===== src/rtl/b32kd_pkg.sv =====
`timescale 1ns / 1ps
// b32kd_pkg: shared types, constants and the symbol lookup of the base32 key decoder.
// No dependencies.
package b32kd_pkg;

  localparam int unsigned MAX_KEY_BYTES = 64;
  localparam int unsigned KEY_BYTES_W   = 7;
  localparam int unsigned TOTAL_W       = 10;
  localparam int unsigned SYM_BITS      = 5;

  localparam logic [KEY_BYTES_W-1:0] KEY_BYTES_RST = 7'd20;
  localparam logic [7:0]             CHAR_SPACE    = 8'h20;

  typedef enum logic [1:0] {
    CAUSE_FULL    = 2'd0,
    CAUSE_END     = 2'd1,
    CAUSE_INVALID = 2'd2
  } cause_t;

  typedef struct packed {
    logic [7:0]         data_byte;
    logic               byte_valid;
    logic [5:0]         byte_index;
    logic               done_res;
    logic [TOTAL_W-1:0] bits_written;
    cause_t             stop_cause;
  } res_t;

  typedef struct packed {
    logic                ok;
    logic [SYM_BITS-1:0] value;
  } sym_t;

  function automatic sym_t symbol_value(input logic [7:0] c);
    sym_t s;
    logic [7:0] d;
    s = '{ok: 1'b0, value: '0};
    d = 8'd0;
    if (c inside {[8'h41:8'h5A]}) begin
      d = c - 8'h41;
      s = '{ok: 1'b1, value: d[SYM_BITS-1:0]};
    end else if (c inside {[8'h61:8'h7A]}) begin
      d = c - 8'h61;
      s = '{ok: 1'b1, value: d[SYM_BITS-1:0]};
    end else if (c inside {[8'h32:8'h37]}) begin
      d = c - 8'h32 + 8'd26;
      s = '{ok: 1'b1, value: d[SYM_BITS-1:0]};
    end
    return s;
  endfunction

endpackage


===== src/rtl/b32kd_core.sv =====
`timescale 1ns / 1ps
// b32kd_core: key decode state (pending bits, bit counts) and per-character result.
// Depends on b32kd_pkg.
module b32kd_core (
  input  logic                                clk,
  input  logic                                rst_n,
  input  logic                                accept,
  input  logic [7:0]                          char_code,
  input  logic                                end_of_input,
  input  logic [b32kd_pkg::KEY_BYTES_W-1:0]   key_bytes,
  output logic                                push,
  output b32kd_pkg::res_t                     res
);
  import b32kd_pkg::*;

  localparam logic [KEY_BYTES_W-1:0] CAP_MAX =
    (MAX_KEY_BYTES > 127) ? 7'd127 : KEY_BYTES_W'(MAX_KEY_BYTES);

  logic [7:0]         acc_r, acc_nxt;
  logic [2:0]         bib_r, bib_nxt;
  logic [TOTAL_W-1:0] total_r, total_nxt;

  logic [KEY_BYTES_W-1:0] cap;
  logic [TOTAL_W:0]       need_bits;
  logic [TOTAL_W:0]       cap_bits;
  logic                   full;
  sym_t                   sym;
  logic [15:0]            win;
  logic [3:0]             nb;
  logic [3:0]             shamt;
  logic [TOTAL_W-1:0]     total_add;
  logic                   finish;
  cause_t                 cause;

  always_comb begin
    cap       = (key_bytes > CAP_MAX) ? CAP_MAX : key_bytes;
    cap_bits  = {1'b0, cap, 3'b000};
    need_bits = {1'b0, total_r} + (TOTAL_W+1)'(SYM_BITS);
    full      = need_bits > cap_bits;
    sym       = symbol_value(char_code);
    shamt     = 4'd11 - {1'b0, bib_r};
    win       = {acc_r, 8'h00} | ({11'd0, sym.value} << shamt);
    nb        = {1'b0, bib_r} + 4'd5;
    total_add = total_r + TOTAL_W'(SYM_BITS);

    finish = 1'b0;
    cause  = CAUSE_FULL;
    if (full) begin
      finish = 1'b1;
    end else if (end_of_input) begin
      finish = 1'b1;
      cause  = CAUSE_END;
    end else if (char_code != CHAR_SPACE && !sym.ok) begin
      finish = 1'b1;
      cause  = CAUSE_INVALID;
    end

    acc_nxt   = acc_r;
    bib_nxt   = bib_r;
    total_nxt = total_r;
    push      = 1'b0;
    res       = '{data_byte: '0, byte_valid: 1'b0, byte_index: '0, done_res: 1'b0,
                  bits_written: total_r, stop_cause: CAUSE_FULL};

    if (accept) begin
      if (finish) begin
        push           = 1'b1;
        res.byte_valid = bib_r != 3'd0;
        res.data_byte  = (bib_r != 3'd0) ? acc_r : 8'h00;
        res.byte_index = (bib_r != 3'd0) ? total_r[8:3] : 6'd0;
        res.done_res   = 1'b1;
        res.stop_cause = cause;
        acc_nxt        = 8'h00;
        bib_nxt        = 3'd0;
        total_nxt      = '0;
      end else if (char_code != CHAR_SPACE) begin
        total_nxt = total_add;
        if (nb[3]) begin
          push             = 1'b1;
          res.byte_valid   = 1'b1;
          res.data_byte    = win[15:8];
          res.byte_index   = total_r[8:3];
          res.bits_written = total_add;
          acc_nxt          = win[7:0];
          bib_nxt          = nb[2:0];
        end else begin
          acc_nxt = win[15:8];
          bib_nxt = nb[2:0];
        end
      end
    end
  end

  always_ff @(posedge clk) begin
    if (!rst_n) begin
      acc_r   <= 8'h00;
      bib_r   <= 3'd0;
      total_r <= '0;
    end else begin
      acc_r   <= acc_nxt;
      bib_r   <= bib_nxt;
      total_r <= total_nxt;
    end
  end

endmodule


===== src/rtl/b32kd_outbuf.sv =====
`timescale 1ns / 1ps
// b32kd_outbuf: result register plus skid entry between decoder and result channel.
// Depends on b32kd_pkg.
module b32kd_outbuf (
  input  logic            clk,
  input  logic            rst_n,
  input  logic            push,
  input  b32kd_pkg::res_t push_res,
  input  logic            out_stall,
  output logic            out_valid,
  output b32kd_pkg::res_t out_res,
  output logic            full
);
  import b32kd_pkg::*;

  logic main_valid_r, main_valid_nxt;
  logic skid_valid_r, skid_valid_nxt;
  res_t main_r, main_nxt;
  res_t skid_r, skid_nxt;
  logic pop;

  always_comb begin
    pop            = main_valid_r && !out_stall;
    main_valid_nxt = main_valid_r;
    skid_valid_nxt = skid_valid_r;
    main_nxt       = main_r;
    skid_nxt       = skid_r;
    if (skid_valid_r) begin
      if (pop) begin
        main_nxt       = skid_r;
        skid_valid_nxt = 1'b0;
      end
    end else if (push) begin
      if (!main_valid_r || pop) begin
        main_nxt       = push_res;
        main_valid_nxt = 1'b1;
      end else begin
        skid_nxt       = push_res;
        skid_valid_nxt = 1'b1;
      end
    end else if (pop) begin
      main_valid_nxt = 1'b0;
    end
  end

  always_ff @(posedge clk) begin
    if (!rst_n) begin
      main_valid_r <= 1'b0;
      skid_valid_r <= 1'b0;
    end else begin
      main_valid_r <= main_valid_nxt;
      skid_valid_r <= skid_valid_nxt;
    end
  end

  always_ff @(posedge clk) begin
    main_r <= main_nxt;
    skid_r <= skid_nxt;
  end

  assign out_valid = main_valid_r;
  assign out_res   = main_r;
  assign full      = skid_valid_r;

endmodule


===== src/rtl/base32_key_decoder.sv =====
`timescale 1ns / 1ps
// base32_key_decoder: streaming base32 key text decoder, top level.
// Depends on b32kd_pkg, b32kd_core, b32kd_outbuf.
//
// Usage:
//   Input channel: one ASCII character (or an end-of-input marker) per transfer
//   on in_valid/in_stall. Letters in either case and digits 2..7 add 5 bits each;
//   spaces are skipped. Each completed byte gives one result transfer on
//   out_valid/out_stall. A stop (end of input, invalid character, buffer full)
//   gives one result with done_res set, the zero-padded partial byte if any,
//   the bit count and the cause; the decoder then starts a fresh key.
//   Register key_bytes (APB, address 0, reset 20) limits the buffer size.
//   Results are registered: in the result register, or in the skid entry if it is held.
//   Throughput: 1 character per cycle while in_stall is low; decode state updates in one pass.
//   Stalls: a result register and one skid entry hold results; in_stall rises
//   only when both are occupied, and drops the cycle after the receiver takes one.
//   Reset clears the decode state, both output entries and sets key_bytes to 20.
module base32_key_decoder (
  input  logic        clk,
  input  logic        rst_n,
  input  logic        in_valid,
  output logic        in_stall,
  input  logic [7:0]  in_char_code,
  input  logic        in_end_of_input,
  output logic        out_valid,
  input  logic        out_stall,
  output logic [7:0]  out_data_byte,
  output logic        out_byte_valid,
  output logic [5:0]  out_byte_index,
  output logic        out_done_res,
  output logic [9:0]  out_bits_written,
  output logic [1:0]  out_stop_cause,
  input  logic        psel,
  input  logic        penable,
  input  logic        pwrite,
  input  logic [2:0]  paddr,
  input  logic [31:0] pwdata,
  output logic [31:0] prdata,
  output logic        pready
);
  import b32kd_pkg::*;

  localparam logic ADDR_KEY_BYTES = 1'b0;

  logic [KEY_BYTES_W-1:0] key_bytes_r;
  logic                   accept;
  logic                   push;
  logic                   buf_full;
  res_t                   push_res;
  res_t                   out_res;

  assign pready = 1'b1;
  assign prdata = (paddr[2] == ADDR_KEY_BYTES) ? {25'd0, key_bytes_r} : 32'd0;

  always_ff @(posedge clk) begin
    if (!rst_n) begin
      key_bytes_r <= KEY_BYTES_RST;
    end else if (psel && penable && pwrite && paddr[2] == ADDR_KEY_BYTES) begin
      key_bytes_r <= pwdata[KEY_BYTES_W-1:0];
    end
  end

  assign in_stall = buf_full;
  assign accept   = in_valid && !buf_full;

  b32kd_core u_core (
    .clk          (clk),
    .rst_n        (rst_n),
    .accept       (accept),
    .char_code    (in_char_code),
    .end_of_input (in_end_of_input),
    .key_bytes    (key_bytes_r),
    .push         (push),
    .res          (push_res)
  );

  b32kd_outbuf u_outbuf (
    .clk       (clk),
    .rst_n     (rst_n),
    .push      (push),
    .push_res  (push_res),
    .out_stall (out_stall),
    .out_valid (out_valid),
    .out_res   (out_res),
    .full      (buf_full)
  );

  assign out_data_byte    = out_res.data_byte;
  assign out_byte_valid   = out_res.byte_valid;
  assign out_byte_index   = out_res.byte_index;
  assign out_done_res     = out_res.done_res;
  assign out_bits_written = out_res.bits_written;
  assign out_stop_cause   = out_res.stop_cause;

  a_skid_implies_main: assert property (@(posedge clk) disable iff (!rst_n)
    in_stall |-> out_valid)
    else $error("skid entry occupied while result register empty");

  a_empty_byte_zero: assert property (@(posedge clk) disable iff (!rst_n)
    (out_valid && !out_byte_valid) |-> (out_data_byte == 8'h00 && out_byte_index == 6'd0))
    else $error("result without byte carries nonzero byte fields");

  a_mid_key_has_byte: assert property (@(posedge clk) disable iff (!rst_n)
    (out_valid && !out_done_res) |-> (out_byte_valid && out_stop_cause == CAUSE_FULL))
    else $error("mid-key result without byte or with stop cause");

endmodule


===== config.mk =====
export PLATFORM = sky130hd
export DESIGN_NAME = base32_key_decoder
export DESIGN_NICKNAME = d
export VERILOG_FILES = /design/src/rtl/b32kd_pkg.sv /design/src/rtl/b32kd_core.sv /design/src/rtl/b32kd_outbuf.sv /design/src/rtl/base32_key_decoder.sv
export SDC_FILE = /design/constraint.sdc
export NUM_CORES = 1
export LEC_CHECK = 0
export BUFFER_PORTS_ARGS = -buffer_cell sky130_fd_sc_hd__buf_2
export CORE_MARGIN = 2
export CORE_UTILIZATION = 50
export CTS_BUF_LIST = sky130_fd_sc_hd__clkbuf_8
export DETAILED_ROUTE_END_ITERATION = 7
export PLACE_DENSITY = 0.78
export SKIP_CTS_REPAIR_TIMING = 1
export SLEW_MARGIN = 10
export SYNTH_ARGS = -nofsm -noshare
export SYNTH_HDL_FRONTEND = slang
export SYNTH_HIERARCHICAL = 1
export SYNTH_SLANG_ARGS = --single-unit

===== constraint.sdc =====
create_clock -name clk -period 4.2 [get_ports clk]
set_input_delay 0.21 -clock clk [delete_from_list [all_inputs] [get_ports clk]]
set_output_delay 0.21 -clock clk [all_outputs]
set_load 0.005 [all_outputs]

==> Word-level counts from Yosys, hierarchy flattened <==
Cells that the tools add are included.
{ "totals": {"ff_bits": 86, "out_inout_bits": 63, "elab_cells": 109, "rom_bits": 0, "memories": 0, "latch_bits": 0, "mem_bits_rw": 0, "inputBits": 51} }
{ "classes": {"mul": 0, "shifts": 1, "div_mod_pow": 0, "n_lt_le_gt_ge": 8, "n_reduce_logical": 23, "addsub": 8, "bitwise_logic": 4, "muxes": 44, "n_eq_ne": 3} }
{ "ops": {"columns": ["cell", "count"], "rows": [
  ["28-bit 2-to-1 mux", 5],
  ["10-bit 2-to-1 mux", 5],
  ["15-bit 2-to-1 mux", 3],
  ["8-bit 2-to-1 mux", 4],
  ["6-bit 2-to-1 mux", 4],
  ["8-bit by 7-bit >= comparator with 1-bit output (second input constant)", 2],
  ["8-bit by 7-bit <= comparator with 1-bit output (second input constant)", 2],
  ["16-bit OR", 1],
  ["5-bit by 4-bit left shift with 16-bit output", 1],
  ["1-bit 2-to-1 mux", 15],
  ["7-bit 2-to-1 mux", 2],
  ["10-bit by 3-bit adder with 11-bit output (second input constant)", 1],
  ["11-bit by 10-bit greater-than comparator with 1-bit output", 1],
  ["10-bit by 3-bit adder with 10-bit output (second input constant)", 1],
  ["5-bit by 1-bit subtractor with 5-bit output (second input constant)", 2],
  ["1-bit logical AND", 9],
  ["3-bit AND reduction", 3],
  ["8-bit by 6-bit >= comparator with 1-bit output (second input constant)", 1],
  ["8-bit by 6-bit <= comparator with 1-bit output (second input constant)", 1],
  ["2-bit 2-to-1 mux", 4],
  ["8-bit by 6-bit != test with 1-bit output (second input constant)", 1],
  ["2-bit nonzero test", 4],
  ["7-bit greater-than comparator (second input constant)", 1],
  ["3-bit 2-to-1 mux", 2],
  ["11 further kinds", 16]
]} }

==> Longest topological paths before layout <==
Gate-level depths: netlist of the first run.
{ "depth": {"ltp_word": 15, "depth_mapped": 14} }

==> Cells and area by module <==
Netlist of the first run, hierarchy kept.
{ "by_module_without_submodules": {"columns": ["mod", "seq_area_each_um2", "n_inst", "area_each_um2", "cells_per_inst"], "rows": [
  ["b32kd_core", 420.4, 1, 2339.7, 322],
  ["b32kd_outbuf", 1721.7, 1, 2129.5, 100],
  ["base32_key_decoder", 140.1, 1, 568.0, 67]
]} }

==> Worst setup path after synthesis of the first run <==
Ideal clock, no wire load.
{ "synth_path": {"kind": "register to register", "start": "reg u_core.total_r[0]", "end": "reg u_outbuf.main_r (netlist bit u_outbuf/out_res[0]), enable pin", "period_less_slack_ps": 4556, "arrival_time_ps": 4135, "setup_ps": 421, "stages_incl_launch_ff": 13, "setup_slack_ps": -356, "required_time_ps": 3779, "path_cell_list": "dfxtp_1 > ha_1 > nor2_1 > nor4b_1 > xor2_1 > ha_1 > o21ai_0 > nand2b_1 > a21oi_1 > o31ai_4 > o21a_1 > nand2b_1 > a21boi_1"} }
{ "synth_between": {"elab_chain_len": 7} }
{ "synth_lines": {"columns": ["element", "line_no", "source"], "rows": [
  ["start, declared", "b32kd_core.sv:21", "logic [TOTAL_W-1:0] total_r, total_nxt;"],
  ["start signal, assigned", "b32kd_core.sv:102", "total_r <= total_nxt;"],
  ["10-bit by 3-bit adder with 11-bit output", "b32kd_core.sv:38", "need_bits = {1'b0, total_r} + (TOTAL_W+1)'(SYM_BITS);"],
  ["11-bit by 10-bit greater-than comparator with 1-bit output", "b32kd_core.sv:39", "full = need_bits > cap_bits;"],
  ["1-bit 2-to-1 mux", "b32kd_core.sv:48", "if (full) begin"],
  ["1-bit 2-to-1 mux", "b32kd_core.sv:66", "if (finish) begin"],
  ["1-bit 2-to-1 mux", "b32kd_core.sv:65", "if (accept) begin"],
  ["named net push", "base32_key_decoder.sv:47", "logic push;"],
  ["2-bit nonzero test (no line)", null, null],
  ["3-bit AND reduction (no line)", null, null],
  ["end signal, assigned", "b32kd_outbuf.sv:57", "main_r <= main_nxt;"],
  ["end, declared", "b32kd_outbuf.sv:18", "res_t main_r, main_nxt;"]
]} }
The timed path passes the listed nets, and every way through them passes these cells.
A chain may end at the register's enable or synchronous reset.

==> impl.org, run 1 <==
** Clocking
- Total clock buffers created by CTS :: 9
- The H-tree was split into 3 levels.
- Buffer depth of the longest clock path :: 2
- Clock sink total :: 86
- Clock root buffer master :: sky130_fd_sc_hd__clkbuf_8
- TritonCTS built the clock tree.
- Clk slew on worst S/H paths :: 0.09 ns
- Later-pin clock latency in the skew report :: 0.36 ns

** Routing
- Total DRC errors in the routed layout :: 0
- After detailed routing, the total wire length is 10.0 mm.
- Before antenna repair, the detailed router went through 5 iterations.
- Dividing the detail-routed via count by the number of cells gives 5.54.
- After detailed routing, the wire length on met1 is 4.70 mm.
- For this block, the initial DRC count from the detailed router was 347.
- Total via count in the routed design :: 3771
- Post-route antenna net violation count :: 0
- DR WL met2 :: 4.57 mm
- Average detailed-routed wire length per instance :: 14.7 um
- Detailed routing placed a total of 629 um of wire on met3.
- Top layer reached by signal wires :: met4

** Setup path
- The signal on the critical path passes through ha_1 -> nor2_1 -> nor4b_1 -> buf_4 -> xor2_1 -> ha_1 -> a2111oi_0 -> o21a_1 -> o31ai_4 -> nor3_2 -> o21ba_2 -> nor3_1 -> mux2_2.
- In this design, the stage delay of the slowest critical-path cell is 0.52 ns.
- Highest-delay cell along the critical path :: sky130_fd_sc_hd__o21ba_2
- Startpoint kind of the worst setup timing path :: register
- Sort of element at the end of the critical path :: register
- Together, buffers and inverters on the worst path number 1.
- For the worst setup path, the data arrival time is 4.10 ns.
- In this design, the largest share of critical-path delay is due to compound AO/OA/AOI/OAI gates.
- Along the worst path, the maximum fanout reaches 15.
- Required time worst endpoint :: 4.31 ns
- CP most frequent cell :: sky130_fd_sc_hd__ha_1
- Critical path class :: reg -> reg

** Floorplanning
- # rows :: 36
- The floorplan step defined a die boundary enclosing 10900 um2.
- Core region area :: 9770 um2
- Effective utilization at floorplan :: 0.515
- Overall die height :: 104 um
- Pin placement for this block handled 114 I/O pins.
- Width of the die :: 104 um

** Finish
- Layout net count :: 611
- The number of antenna diodes in the final layout is 0.
- Once layout is done, the placed cells without fillers occupy 5530 um2.
- Area Growth Syn to Fin :: 9.69%
- Final-layout fill cell count :: 866
- Final std cells w/o fill :: 681
- Layout cells sized above 1 :: 0.255

** Pwr
- Static Leak :: 0.00214 uW
- Across the VDD grid, the largest voltage drop is 147 uV.
- Power Density :: 304 nW/um2

** Timing
- Final setup violation count :: 0
- Final period utilization :: 0.950
- Final critical path time including I/O delays and setup :: 3.99 ns
- The number of endpoints with negative hold slack in the final report is 0.
- Tightest Pin Transition :: 0.746 ns
- Relative max-transition margin :: 0.502
- For the final database, setup skew stands at 0.00854 ns.
- Upper clock frequency limit :: 251 MHz
- For the final routed database, the setup TNS stands at 0 ns.
- Setup repair after global routing missed its margin :: false
- Number of slew-limit violations in the final report :: 0

** Synthesis
- A synthesized cell averages 10.3 um2.
- Summed instance area of the synthesized netlist :: 5040 um2
- Post-synthesis cell count :: 489
- Number of different library cells in the post-synthesis netlist :: 66
- Number of synthesized register bits :: 86
- Warning count from the yosys run :: 6
- Sequential area share after synthesis :: 0.453
- Number of enable-type register cells in the synthesized netlist :: 56
- For this run, asynchronously set or reset flops after synthesis account for 0.
- Leading register cell type out of synthesis :: sky130_fd_sc_hd__edfxtp_1

** Global route
- The first global-routing pass estimated 16.5 mm of wire.
- Initial antenna violation count :: 0
- Across every metal layer, demand over resource in global routing totals 0.187.
- The total overflow left after global routing is 0.
- Pin count of the biggest net entering global routing :: 34
- The number of global-route vias before repair came to 3497.

** Placed design
- At the end of routability-driven placement, the weighted congestion stood at 0.904.
- HPWL Detailed :: 7.23 mm
- In this run the tool buffered the top-level ports with 60 buffer cells.
- Placed Cells incl. Taps :: 665
- The placed instances occupy a cell area of 5350 um2.

** Job
- Max Cap Viol :: 0

** Worst hold path
- Worst min-delay path category :: in -> reg

** Outcome
- Result of the run :: completed
==> synth_stat cells (2+ instances only) <==
master,count,share of area
sky130_fd_sc_hd__a211oi_1,3,0.0045
sky130_fd_sc_hd__a21o_1,2,0.0030
sky130_fd_sc_hd__a21oi_1,22,0.022
sky130_fd_sc_hd__a22oi_1,4,0.0060
sky130_fd_sc_hd__a311oi_1,5,0.0087
sky130_fd_sc_hd__a31oi_1,3,0.0037
sky130_fd_sc_hd__and2b_2,7,0.012
sky130_fd_sc_hd__and3_1,2,0.0025
sky130_fd_sc_hd__buf_2,9,0.0089
sky130_fd_sc_hd__buf_4,27,0.040
sky130_fd_sc_hd__buf_6,6,0.013
sky130_fd_sc_hd__clkbuf_1,9,0.0067
sky130_fd_sc_hd__conb_1,2,0.0015
sky130_fd_sc_hd__dfxtp_1,30,0.12
sky130_fd_sc_hd__edfxtp_1,56,0.33
sky130_fd_sc_hd__ha_1,17,0.042
sky130_fd_sc_hd__inv_1,15,0.011
sky130_fd_sc_hd__inv_2,2,0.0015
sky130_fd_sc_hd__mux2_2,29,0.065
sky130_fd_sc_hd__mux2i_1,9,0.018
sky130_fd_sc_hd__nand2_1,44,0.033
sky130_fd_sc_hd__nand2b_1,3,0.0037
sky130_fd_sc_hd__nand3_1,10,0.0099
sky130_fd_sc_hd__nand3b_1,6,0.0089
sky130_fd_sc_hd__nand4_1,4,0.0050
sky130_fd_sc_hd__nor2_1,28,0.021
sky130_fd_sc_hd__nor2b_1,21,0.026
sky130_fd_sc_hd__nor3_1,26,0.026
sky130_fd_sc_hd__nor4_1,2,0.0025
sky130_fd_sc_hd__nor4b_2,2,0.0060
sky130_fd_sc_hd__o2111ai_2,2,0.0060
sky130_fd_sc_hd__o211ai_1,2,0.0030
sky130_fd_sc_hd__o21a_1,4,0.0060
sky130_fd_sc_hd__o21ai_0,18,0.018
sky130_fd_sc_hd__o21ai_2,2,0.0035
sky130_fd_sc_hd__o31ai_1,5,0.0075
sky130_fd_sc_hd__o32ai_1,2,0.0035
sky130_fd_sc_hd__or3_1,3,0.0037
sky130_fd_sc_hd__xnor2_1,13,0.023
sky130_fd_sc_hd__xor2_1,7,0.012
==> placed cells by master, fill, tap and decap left out, types with 3 or more instances in the layout <==
master,synthesis,routed
sky130_fd_sc_hd__a211oi_1,3,3
sky130_fd_sc_hd__inv_1,15,16
sky130_fd_sc_hd__nand3b_1,6,6
sky130_fd_sc_hd__nand2b_1,3,3
sky130_fd_sc_hd__buf_4,27,8
sky130_fd_sc_hd__nand3_1,10,10
sky130_fd_sc_hd__nor3_1,26,26
sky130_fd_sc_hd__mux2i_1,9,9
sky130_fd_sc_hd__nor2_1,28,27
sky130_fd_sc_hd__ha_1,17,17
sky130_fd_sc_hd__edfxtp_1,56,56
sky130_fd_sc_hd__o21a_1,4,4
sky130_fd_sc_hd__and2b_2,7,7
sky130_fd_sc_hd__nand2_1,44,44
sky130_fd_sc_hd__o31ai_1,5,5
sky130_fd_sc_hd__xnor2_1,13,13
sky130_fd_sc_hd__o21ai_0,18,18
sky130_fd_sc_hd__a31oi_1,3,3
sky130_fd_sc_hd__dfxtp_1,30,30
sky130_fd_sc_hd__a22oi_1,4,4
sky130_fd_sc_hd__buf_2,9,60
sky130_fd_sc_hd__a311oi_1,5,5
sky130_fd_sc_hd__xor2_1,7,7
sky130_fd_sc_hd__a21oi_1,22,22
sky130_fd_sc_hd__nand4_1,4,4
sky130_fd_sc_hd__nor2b_1,21,21
sky130_fd_sc_hd__or3_1,3,3
sky130_fd_sc_hd__conb_1,2,26
sky130_fd_sc_hd__mux2_2,29,29
sky130_fd_sc_hd__clkbuf_8,0,9
==> worst paths after layout <==
path / from / to / slack, ns / depth (start not counted)
worst max register to register: u_core/total_r[0] / u_outbuf/out_res[20] / 0.21 / 13
worst max-delay path: u_core/total_r[0] / u_outbuf/out_res[20] / 0.21 / 13
worst min register to register: u_core/acc_r[0] / u_core/acc_r[0] / 0.46 / 2
worst min-delay path: pwdata[0] / key_bytes_r[0] / 0.09 / 3
==> layer usage <==
| layer | up-vias | GRT usage |
|---|---|---|
| li1 | 1820 | - |
| met3 | 9 | 0.0376 |
| met5 | - | 0 |
| met4 | 0 | 0.0666 |
| met1 | 1797 | 0.257 |
| met2 | 145 | 0.292 |
==> registers in the layout (all words and copies together), names as in the netlist <==
signal and flops:
u_core/acc_r 8, u_outbuf/out_valid 1, key_bytes_r 7, u_core/total_r 10
u_core/bib_r 3, u_outbuf/skid_r 28, u_outbuf/out_res 28, u_outbuf/full 1
==> per-stage QoR <==
| step | hold slack, ns | power [uW] | utilization | setup WS [ns] |
|---|---|---|---|---|
| final | 0.0887 | 1680 | 0.565 | 0.208 |
| after global routing | 0.0795 | 1750 | 0.565 | 0.0149 |
| after CTS | 0.0731 | 1690 | 0.565 | 0.242 |
| after detailed placement | 0.443 | 1190 | 0.547 | 0.279 |
| after global placement | 0.438 | 1180 | 0.547 | 0.452 |
| after floorplan | 0.342 | 1130 | - | 0.116 |
==> logic make-up after synthesis <==
family	after synthesis	share of synthesized area
multiplexers	38	0.0827
AO/OA/AOI/OAI	90	0.127
other	2	0.00149
XOR/XNOR	20	0.0348
flip-flops	86	0.453
adder cells (fa/ha/maj)	17	0.0422
AND/OR/NAND/NOR	167	0.176
buffers and inverters	69	0.0827
==> area by class of cell <==
cell class / count / area (um2) / area share
tap: 133 / 166 / 0.0301
sequential: 86 / 2280 / 0.413
clock inverter: 7 / 50.0 / 0.00906
clock buffer: 9 / 124 / 0.0224
multi-input combinational: 358 / 2430 / 0.441
timing repair buffer: 70 / 400 / 0.0725
inverter: 18 / 67.6 / 0.0122
==> worst reg2reg max path, stage by stage (launching register included) <==
cell                        delay (ns)
sky130_fd_sc_hd__dfxtp_1          0.48
sky130_fd_sc_hd__ha_1             0.28
sky130_fd_sc_hd__nor2_1           0.12
sky130_fd_sc_hd__nor4b_1          0.38
sky130_fd_sc_hd__buf_4            0.20
sky130_fd_sc_hd__xor2_1           0.25
sky130_fd_sc_hd__ha_1             0.21
sky130_fd_sc_hd__a2111oi_0        0.10
sky130_fd_sc_hd__o21a_1           0.16
sky130_fd_sc_hd__o31ai_4          0.47
sky130_fd_sc_hd__nor3_2           0.14
sky130_fd_sc_hd__o21ba_2          0.52
sky130_fd_sc_hd__nor3_1           0.15
sky130_fd_sc_hd__mux2_2           0.29
==> where the power goes <==
part | internal (uW) | total [uW] | switching [uW]
Clock | 215 | 512 | 297
Combinational | 85.8 | 213 | 127
Sequential | 940 | 956 | 15.4
No activity file was read; power rests on OpenSTA's default activity.
==> run 2, diff against run 1 <==
Settings changed: ABC_AREA set to 1.
==> impl.org, run 2 <==
** Routing
- Post-route antenna net violation count :: 0 (unchanged)
- The post-detailed-routing wire length was 9.83 mm (-1.9%).
- Total DRC errors in the routed layout :: 0 (unchanged)
- The number of vias per cell is 4.86 (-12%).
- Number of iterations in the first detailed-routing pass :: 5 (unchanged)
- First-iteration detailed-routing DRC count :: 211 (-39%)
- Average detailed-routed wire length per instance :: 11.6 um (-21%)
- The via count of the routed design is 4103 (+8.8%).

** Floorplanning
- Core region area :: 9770 um2 (unchanged)
- The initial core utilization is 0.516 (+0.00102).
- Die Outline Area :: 10900 um2 (+0.19%)
- # rows :: 36 (unchanged)
- The number of top-level design ports came to 114 (unchanged).
- The floorplan die height is 104 um (about the same).
- Width of the die :: 104 um (about the same)

** Pwr
- Power share of the sequential group :: 0.516 (-0.053)
- The internal cell power is 1370 uW (+10%).
- Power Density :: 333 nW/um2 (+9.4%)
- Static Leak :: 0.00260 uW (+21%)
- The power dissipated by switching net loads is 494 uW (+12%).
- The total power of the final layout was 1860 uW (+11%).
- The share of total power consumed by net switching is 0.265 (+0.00372).
- The logic gate share of total power came to 0.134 (+0.007).
- Clock Power Share :: 0.350 (+0.045)
- The maximum VDD drop is 150 uV (+2.1%).

** Setup path
- The most critical setup path has its endpoint at u_outbuf/out_res[15].
- Worst reg2reg setup slack :: 0.45 ns (+0.24 ns)
- Critical path class :: reg -> reg
- Startpoint of the worst setup timing path :: u_core/total_r[0]
- Worst-path maximum fanout :: 19 (+4)
- The depth of the worst register-to-register path is 19 (+6).
- Startpoint kind of the worst setup timing path :: register
- Sort of element at the end of the critical path :: register
- The critical path required time is 4.31 ns (about the same).
- The worst path arrival time came to 3.86 ns (-0.24 ns).
- RR Endpoint :: u_outbuf/out_res[15]
- Worst R2R Start :: u_core/total_r[0]

** Outcome
- Result of the run :: completed

** Global route
- The first-pass GRT wire length came to 16.8 mm (+1.9%).
- The overall fraction of global-route tracks in use came to 0.188 (+0.00162).
- Via count of the first global-routing pass :: 3793 (+8.5%)
- Initial antenna violation count :: 0 (unchanged)
- Leftover overflow at the end of global routing :: 0 (unchanged)
- The maximum number of pins on one net before global-route repair came to 30 (-12%).

** Clocking
- Clock root buffer master :: sky130_fd_sc_hd__clkbuf_8
- CTS H-tree depth :: 3 (unchanged)
- TritonCTS clock tree :: built
- Clock sink total :: 86 (unchanged)
- Total clock buffers created by CTS :: 9 (unchanged)
- Later-pin clock latency in the skew report :: 0.37 ns (about the same)
- The number of buffers on the longest clock path is 2 (unchanged).
- Clk slew on worst S/H paths :: 0.09 ns (about the same)

** Timing
- The minimum clock period came to 3.75 ns (-0.241 ns).
- The hold slack was 0.0569 ns (-0.0317 ns).
- Setup repair after global routing left no endpoint under its margin.
- The post-layout worst setup margin is 0.449 ns (+0.241 ns).
- Hold Vio Cnt, Final :: 0 (unchanged)
- Final setup violation count :: 0 (unchanged)
- Worst setup skew after layout :: 0.00873 ns (+0.000196 ns)
- The maximum frequency from static timing analysis was 267 MHz (+6.4%).
- Relative max-transition margin :: 0.647 (+0.145)
- The final cycle utilization of the critical path was 0.893 (-0.0575).
- The final sum of negative setup slack came to 0 ns (unchanged).
- The total count of max-transition violations in the final report was 0 (unchanged).
- The slew at the pin with the worst max-slew slack was 0.527 ns (-0.219 ns).

** Synthesis
- The mean instance size in the synthesized netlist came to 7.79 um2 (-24%).
- Post-synth ARST share :: 0 (unchanged)
- Summed instance area of the synthesized netlist :: 5050 um2 (+0.20%)
- Sequential area share after synthesis :: 0.452 (-0.000898)
- Leading register cell type out of synthesis :: sky130_fd_sc_hd__edfxtp_1
- Synth area leaders :: sky130_fd_sc_hd__edfxtp_1 (33%), sky130_fd_sc_hd__nand2_1 (16%), sky130_fd_sc_hd__dfxtp_1 (12%), sky130_fd_sc_hd__inv_1 (5.5%), sky130_fd_sc_hd__ha_1 (4.2%)
- Post-synthesis cell count :: 648 (+33%)
- In the synthesized netlist, the cells that appear most often are sky130_fd_sc_hd__nand2_1 (217), sky130_fd_sc_hd__inv_1 (74), sky130_fd_sc_hd__edfxtp_1 (56), sky130_fd_sc_hd__nor2_1 (48), sky130_fd_sc_hd__nand3_1 (40).
- The number of flops mapped to enable cells by yosys was 56 (unchanged).
- The flip-flop and latch count after synthesis is 86 (unchanged).
- The top cell type's share of synthesized area came to 0.333 (-0.000662).
- The count of cell types in the netlist came to 40 (-39%).
- The biggest area contributor in the post-synthesis netlist is sky130_fd_sc_hd__edfxtp_1.
- Cell with the most instances after synthesis :: sky130_fd_sc_hd__nand2_1
- The number of warnings issued by yosys is 6 (unchanged).

** Placed design
- The pre-CTS setup slack was 0.319 ns (+0.0399 ns).
- Port bufs :: 60 (unchanged)
- Placed Cells incl. Taps :: 829 (+25%)
- The placer congestion estimate is 0.905 (+0.15%).
- HPWL Detailed :: 7.40 mm (+2.4%)

** Job
- Max Cap Viol :: 0 (unchanged)

** Finish
- The filler cell count came to 900 (+3.9%).
- Ant. Diodes :: 0 (unchanged)
- Area Growth Syn to Fin :: 10.9%
- The library cell used most frequently in the layout, excluding fill and tap cells, is sky130_fd_sc_hd__nand2_1.
- Layout cells sized above 1 :: 0.162 (-0.0940)
- Leaving out fill and tap cells, the most frequent cells in the layout are sky130_fd_sc_hd__nand2_1 (217), sky130_fd_sc_hd__inv_1 (74), sky130_fd_sc_hd__buf_2 (60), sky130_fd_sc_hd__edfxtp_1 (56), sky130_fd_sc_hd__nor2_1 (48).
- Layout net count :: 775 (+27%)
- The number of non-filler instances in the completed layout was 845 (+24%).

** Worst hold path
- The tightest min-delay check is of the in -> reg type.
- Worst hold stages :: 3 (unchanged)
[run 2: logic make-up after synthesis]
kind of cell | share of synthesized area
compound gates | 0.0674
xor+xnor | 0.0191
fa+ha+maj | 0.0421
buf+inv | 0.121
flops | 0.452
other cells | 0.00149
simple gates | 0.297
[run 2: layout make-up]
class	count	area (um2)	share of cell area
Tap cell	133	166	0.0297
Multi-Input combinational cell	461	2260	0.404
Inverter	83	315	0.0564
Timing Repair Buffer	66	345	0.0617
Sequential cell	86	2280	0.408
Clock buffer	9	124	0.0221
Clock inverter	7	103	0.0183
[run 2: how the worst min path moves through the flow]
stage                     end       from  slack, ns
2_1_floorplan  key_bytes_r[2]      rst_n       0.29
3_3_place_gp   key_bytes_r[4]  pwdata[4]       0.43
3_5_place_dp   key_bytes_r[4]  pwdata[4]       0.43
4_1_cts        key_bytes_r[4]  pwdata[4]       0.04
5_1_grt        key_bytes_r[4]  pwdata[4]       0.06
6_report       key_bytes_r[4]  pwdata[4]       0.06
[run 2: worst max-delay path, cell delays in order, from the launching register on]
cell and delay [ns]:
sky130_fd_sc_hd__dfxtp_1 0.40, sky130_fd_sc_hd__inv_1 0.09, sky130_fd_sc_hd__o21bai_1 0.24, sky130_fd_sc_hd__nand3_1 0.19, sky130_fd_sc_hd__nor3_1 0.21, sky130_fd_sc_hd__xor2_1 0.29
sky130_fd_sc_hd__ha_1 0.31, sky130_fd_sc_hd__nand2_1 0.12, sky130_fd_sc_hd__nor2_1 0.05, sky130_fd_sc_hd__a211oi_1 0.18, sky130_fd_sc_hd__nand2_1 0.10, sky130_fd_sc_hd__a21oi_2 0.23
sky130_fd_sc_hd__nand3_2 0.17, sky130_fd_sc_hd__inv_1 0.15, sky130_fd_sc_hd__o21ai_2 0.07, sky130_fd_sc_hd__nand2_2 0.11, sky130_fd_sc_hd__inv_1 0.09, sky130_fd_sc_hd__nand2_1 0.14
sky130_fd_sc_hd__a21oi_4 0.13, sky130_fd_sc_hd__buf_4 0.23
[run 2: routing by layer]
metal | GRT usage | up-vias | share of wire
met5 | 0 | - | 0
met4 | 0.0792 | 0 | 0.013
met3 | 0.0382 | 10 | 0.061
met2 | 0.300 | 145 | 0.46
met1 | 0.249 | 1812 | 0.46
li1 | - | 2136 | -
[run 2: power groups by stage]
stage,clock network (uW),logic (uW),registers [uW]
6_report,651,250,961
5_1_grt,703,282,966
4_1_cts,666,248,961
3_5_place_dp,0,246,981
3_3_place_gp,0,241,980
2_1_floorplan,0,183,981
[run 2: per-stage QoR]
step / util / instance area (um2)
final: 0.572 / 5600
after global routing: 0.572 / 5600
after CTS: 0.571 / 5580
after detailed placement: 0.548 / 5360
after global placement: 0.548 / 5360
after floorplan: - / 5140
==> run 3, diff against run 2 <==
Settings changed: ABC_AREA 1 to 0, CORE_ASPECT_RATIO set to 0.6.
==> impl.org, run 3 (synthesis gave the netlist of run 1 again) <==
** Global route
- The initial antenna violation count came to 0 (unchanged).
- In this run the most used layer during global routing was met1.
- The met1 layer usage reported by global route was 0.306 (+0.0566).
- Met2 Resource Use GR :: 0.288 (-0.0120)
- Via count of the first global-routing pass :: 3308 (-13%)
- Leftover overflow at the end of global routing :: 0 (unchanged)
- Met3 Use GR :: 0.0377 (-0.000566)
- GRT Total Usage :: 0.200 (+0.0120)
- The maximum number of pins on one net before global-route repair was 34 (+13%).
- First-pass GRT wire length :: 17.0 mm (+0.62%)

** Setup path
- Worst EP arrival :: 4.22 ns (+0.36 ns)
- Sort of element at the end of the critical path :: register
- The buffers plus inverters on the worst setup path is 0 (-4).
- Highest-delay cell along the critical path :: sky130_fd_sc_hd__a2111oi_0
- Worst reg2reg setup slack :: 0.21 ns (-0.24 ns)
- CP most frequent cell :: sky130_fd_sc_hd__nor3_1
- The signal on the critical path passes through a21oi_1 -> nor3_1 -> and3_1 -> xor2_1 -> ha_1 -> a2111oi_0 -> o21a_1 -> o31ai_4 -> nor3_2 -> o21ba_4 -> nor3_1 -> mux2_2.
- Length in cells of the worst reg-to-reg path :: 12 (-7)
- Startpoint kind of the worst setup timing path :: register
- The endpoint identified for the worst register-to-register timing path is u_outbuf/out_res[21].
- On the critical path the largest part of the delay comes from compound AO/OA/AOI/OAI gates.
- The highest cell delay on the worst timing path came to 0.51 ns (+0.11 ns).
- Required time worst endpoint :: 4.43 ns (+0.12 ns)
- The maximum fanout encountered on the critical timing path came to 15 (-4).
- The critical path is of the reg -> reg type.
- Worst R2R Start :: u_core/total_r[0]

** Outcome
- Result of the run :: completed

** Timing
- The maximum frequency from static timing analysis was 251 MHz (-6.0%).
- The final cycle utilization of the critical path was 0.950 (+0.0570).
- The clock tree skew after final layout came to 0.00811 ns (-0.000619 ns).
- Final critical path time including I/O delays and setup :: 3.99 ns (+0.239 ns)
- The slew at the pin with the worst max-slew slack is 0.752 ns (+0.225 ns).
- The final sum of negative setup slack was 0 ns (unchanged).
- The number of endpoints with negative hold slack in the final report is 0 (unchanged).
- Relative max-transition margin :: 0.498 (-0.149)
- Final setup violation count :: 0 (unchanged)
- Setup repair after global routing missed its margin :: false
- Number of slew-limit violations in the final report :: 0 (unchanged)

** Clocking
- TritonCTS built the clock tree.
- The CTS H-tree depth was 3 (unchanged).
- Total clock buffers created by CTS :: 9 (unchanged)
- The cell sitting at the root of the clock tree is a sky130_fd_sc_hd__clkbuf_8.
- Later-pin clock latency in the skew report :: 0.36 ns (about the same)
- The CTS sink count was 86 (unchanged).
- The clock transition at the registers of the reported paths is 0.09 ns (about the same).
- The number of buffers on the longest clock path was 2 (unchanged).

** Finish
- The filler cell count was 841 (-6.6%).
- Leading cell type in the layout, fill and taps excluded :: sky130_fd_sc_hd__buf_2
- The count of antenna diodes in the layout is 0 (unchanged).
- The count of nets after finishing came to 613 (-21%).
- The library cells used most frequently in the layout, excluding fill and tap cells, are sky130_fd_sc_hd__buf_2 (60), sky130_fd_sc_hd__edfxtp_1 (56), sky130_fd_sc_hd__nand2_1 (44), sky130_fd_sc_hd__dfxtp_1 (30), sky130_fd_sc_hd__mux2_2 (29).
- From synthesis to final layout, the design area changed by 10.2%.
- Layout cells sized above 1 :: 0.262 (+0.100)

** Routing
- Number of iterations in the first detailed-routing pass :: 5 (unchanged)
- Total DRC errors in the routed layout :: 0 (unchanged)
- The post-detailed-routing wire length is 10.7 mm (+8.8%).
- Average vias per placed instance :: 5.59 (+15%)
- The final routed wire length divided by cell count came to 15.6 um (+34%).
- The residual antenna-violating net count after detailed routing is 0 (unchanged).
- The violation count after the first detailed-route iteration came to 374 (+77%).
- The via count of the routed design is 3826 (-6.8%).

** Placed design
- The placer congestion estimate was 0.875 (-3.3%).
- HPWL Detailed :: 7.88 mm (+6.5%)
- The number of buffer cells added on primary ports was 60 (unchanged).

** Pwr
- The leakage component of the power came to 0.00215 uW (-17%).
- Power share of the sequential group :: 0.562 (+0.046)
- Switching Share :: 0.268 (+0.00327)
- The maximum VDD drop is 144 uV (-4.1%).
- Net Switching :: 457 uW (-7.5%)
- The power density over the cells came to 307 nW/um2 (-7.8%).
- The internal cell power was 1250 uW (-9.0%).
- Clock Power Share :: 0.312 (-0.038)
- The total power of the final layout was 1700 uW (-8.6%).
- Comb power frac :: 0.126 (-0.008)

** Worst hold path
- Endpoint with the worst hold slack :: key_bytes_r[3]
- Worst min-delay path category :: in -> reg
- The instance count along the most critical hold path came to 3 (unchanged).
- The startpoint identified for the worst hold timing path is pwdata[3].

** Floorplanning
- Width of the die :: 134 um (+28%)
- Die Outline Area :: 10900 um2 (about the same)
- The site row count was 28 (-22%).
- Overall die height :: 81.8 um (-22%)
- The initial core utilization is 0.512 (-0.00469).
- Core region area :: 9840 um2 (+0.72%)
- The number of top-level design ports is 114 (unchanged).

** Job
- The count of max-cap constraint violations came to 0 (unchanged).
run 3: worst max-delay path by stage:
stage / startpoint / to / slack (ns) / depth (start not counted)
floorplan: u_core/total_r[0] / u_outbuf/out_res[0] / 0.12 / 12
global placement: u_core/total_r[0] / u_outbuf/out_res[21] / 0.39 / 13
detailed placement: u_core/total_r[0] / u_outbuf/out_res[21] / 0.25 / 13
CTS: u_core/total_r[0] / u_outbuf/out_res[21] / 0.23 / 13
global route: u_core/total_r[0] / u_outbuf/out_res[22] / 0.0007 / 14
finish: u_core/total_r[0] / u_outbuf/out_res[21] / 0.21 / 12
run 3: power by group through the flow:
stage                     Combinational [uW]  Clock (uW)  Sequential, uW
after floorplan                          152           0             976
after global placement                   205           0             974
after detailed placement                 211           0             976
after CTS                                212         543             957
after global routing                     237         576             961
final                                    215         531             956
run 3: routing by layer:
layer	up-vias	wire length (um)
li1	1823	-
met1	1801	5250
met2	190	4560
met3	12	825
met4	0	74
met5	-	0
run 3: metrics by stage:
stage	std cells	setup slack (ns)	util	instance area (um2)	hold WS (ns)
after floorplan	513	0.116	-	5130	0.342
after global placement	669	0.390	0.544	5360	0.438
after detailed placement	669	0.251	0.544	5360	0.440
after CTS	685	0.228	0.562	5530	0.0785
after global routing	685	0.000679	0.564	5550	0.0764
final	685	0.210	0.564	5550	0.0943
run 3: layout make-up:
type / instances / area (um2) / area share
multi-input combinational: 358 / 2450 / 0.441
sequential: 86 / 2280 / 0.411
timing repair buffer: 72 / 403 / 0.0726
tap: 135 / 169 / 0.0304
clock buffer: 9 / 124 / 0.0223
inverter: 18 / 67.6 / 0.0122
clock inverter: 7 / 53.8 / 0.00970
run 3: worst register-to-register path: stages (launching register included):
cell	delay [ns]
sky130_fd_sc_hd__dfxtp_1	0.49
sky130_fd_sc_hd__a21oi_1	0.20
sky130_fd_sc_hd__nor3_1	0.28
sky130_fd_sc_hd__and3_1	0.29
sky130_fd_sc_hd__xor2_1	0.17
sky130_fd_sc_hd__ha_1	0.28
sky130_fd_sc_hd__a2111oi_0	0.51
sky130_fd_sc_hd__o21a_1	0.27
sky130_fd_sc_hd__o31ai_4	0.11
sky130_fd_sc_hd__nor3_2	0.26
sky130_fd_sc_hd__o21ba_4	0.26
sky130_fd_sc_hd__nor3_1	0.49
sky130_fd_sc_hd__mux2_2	0.26
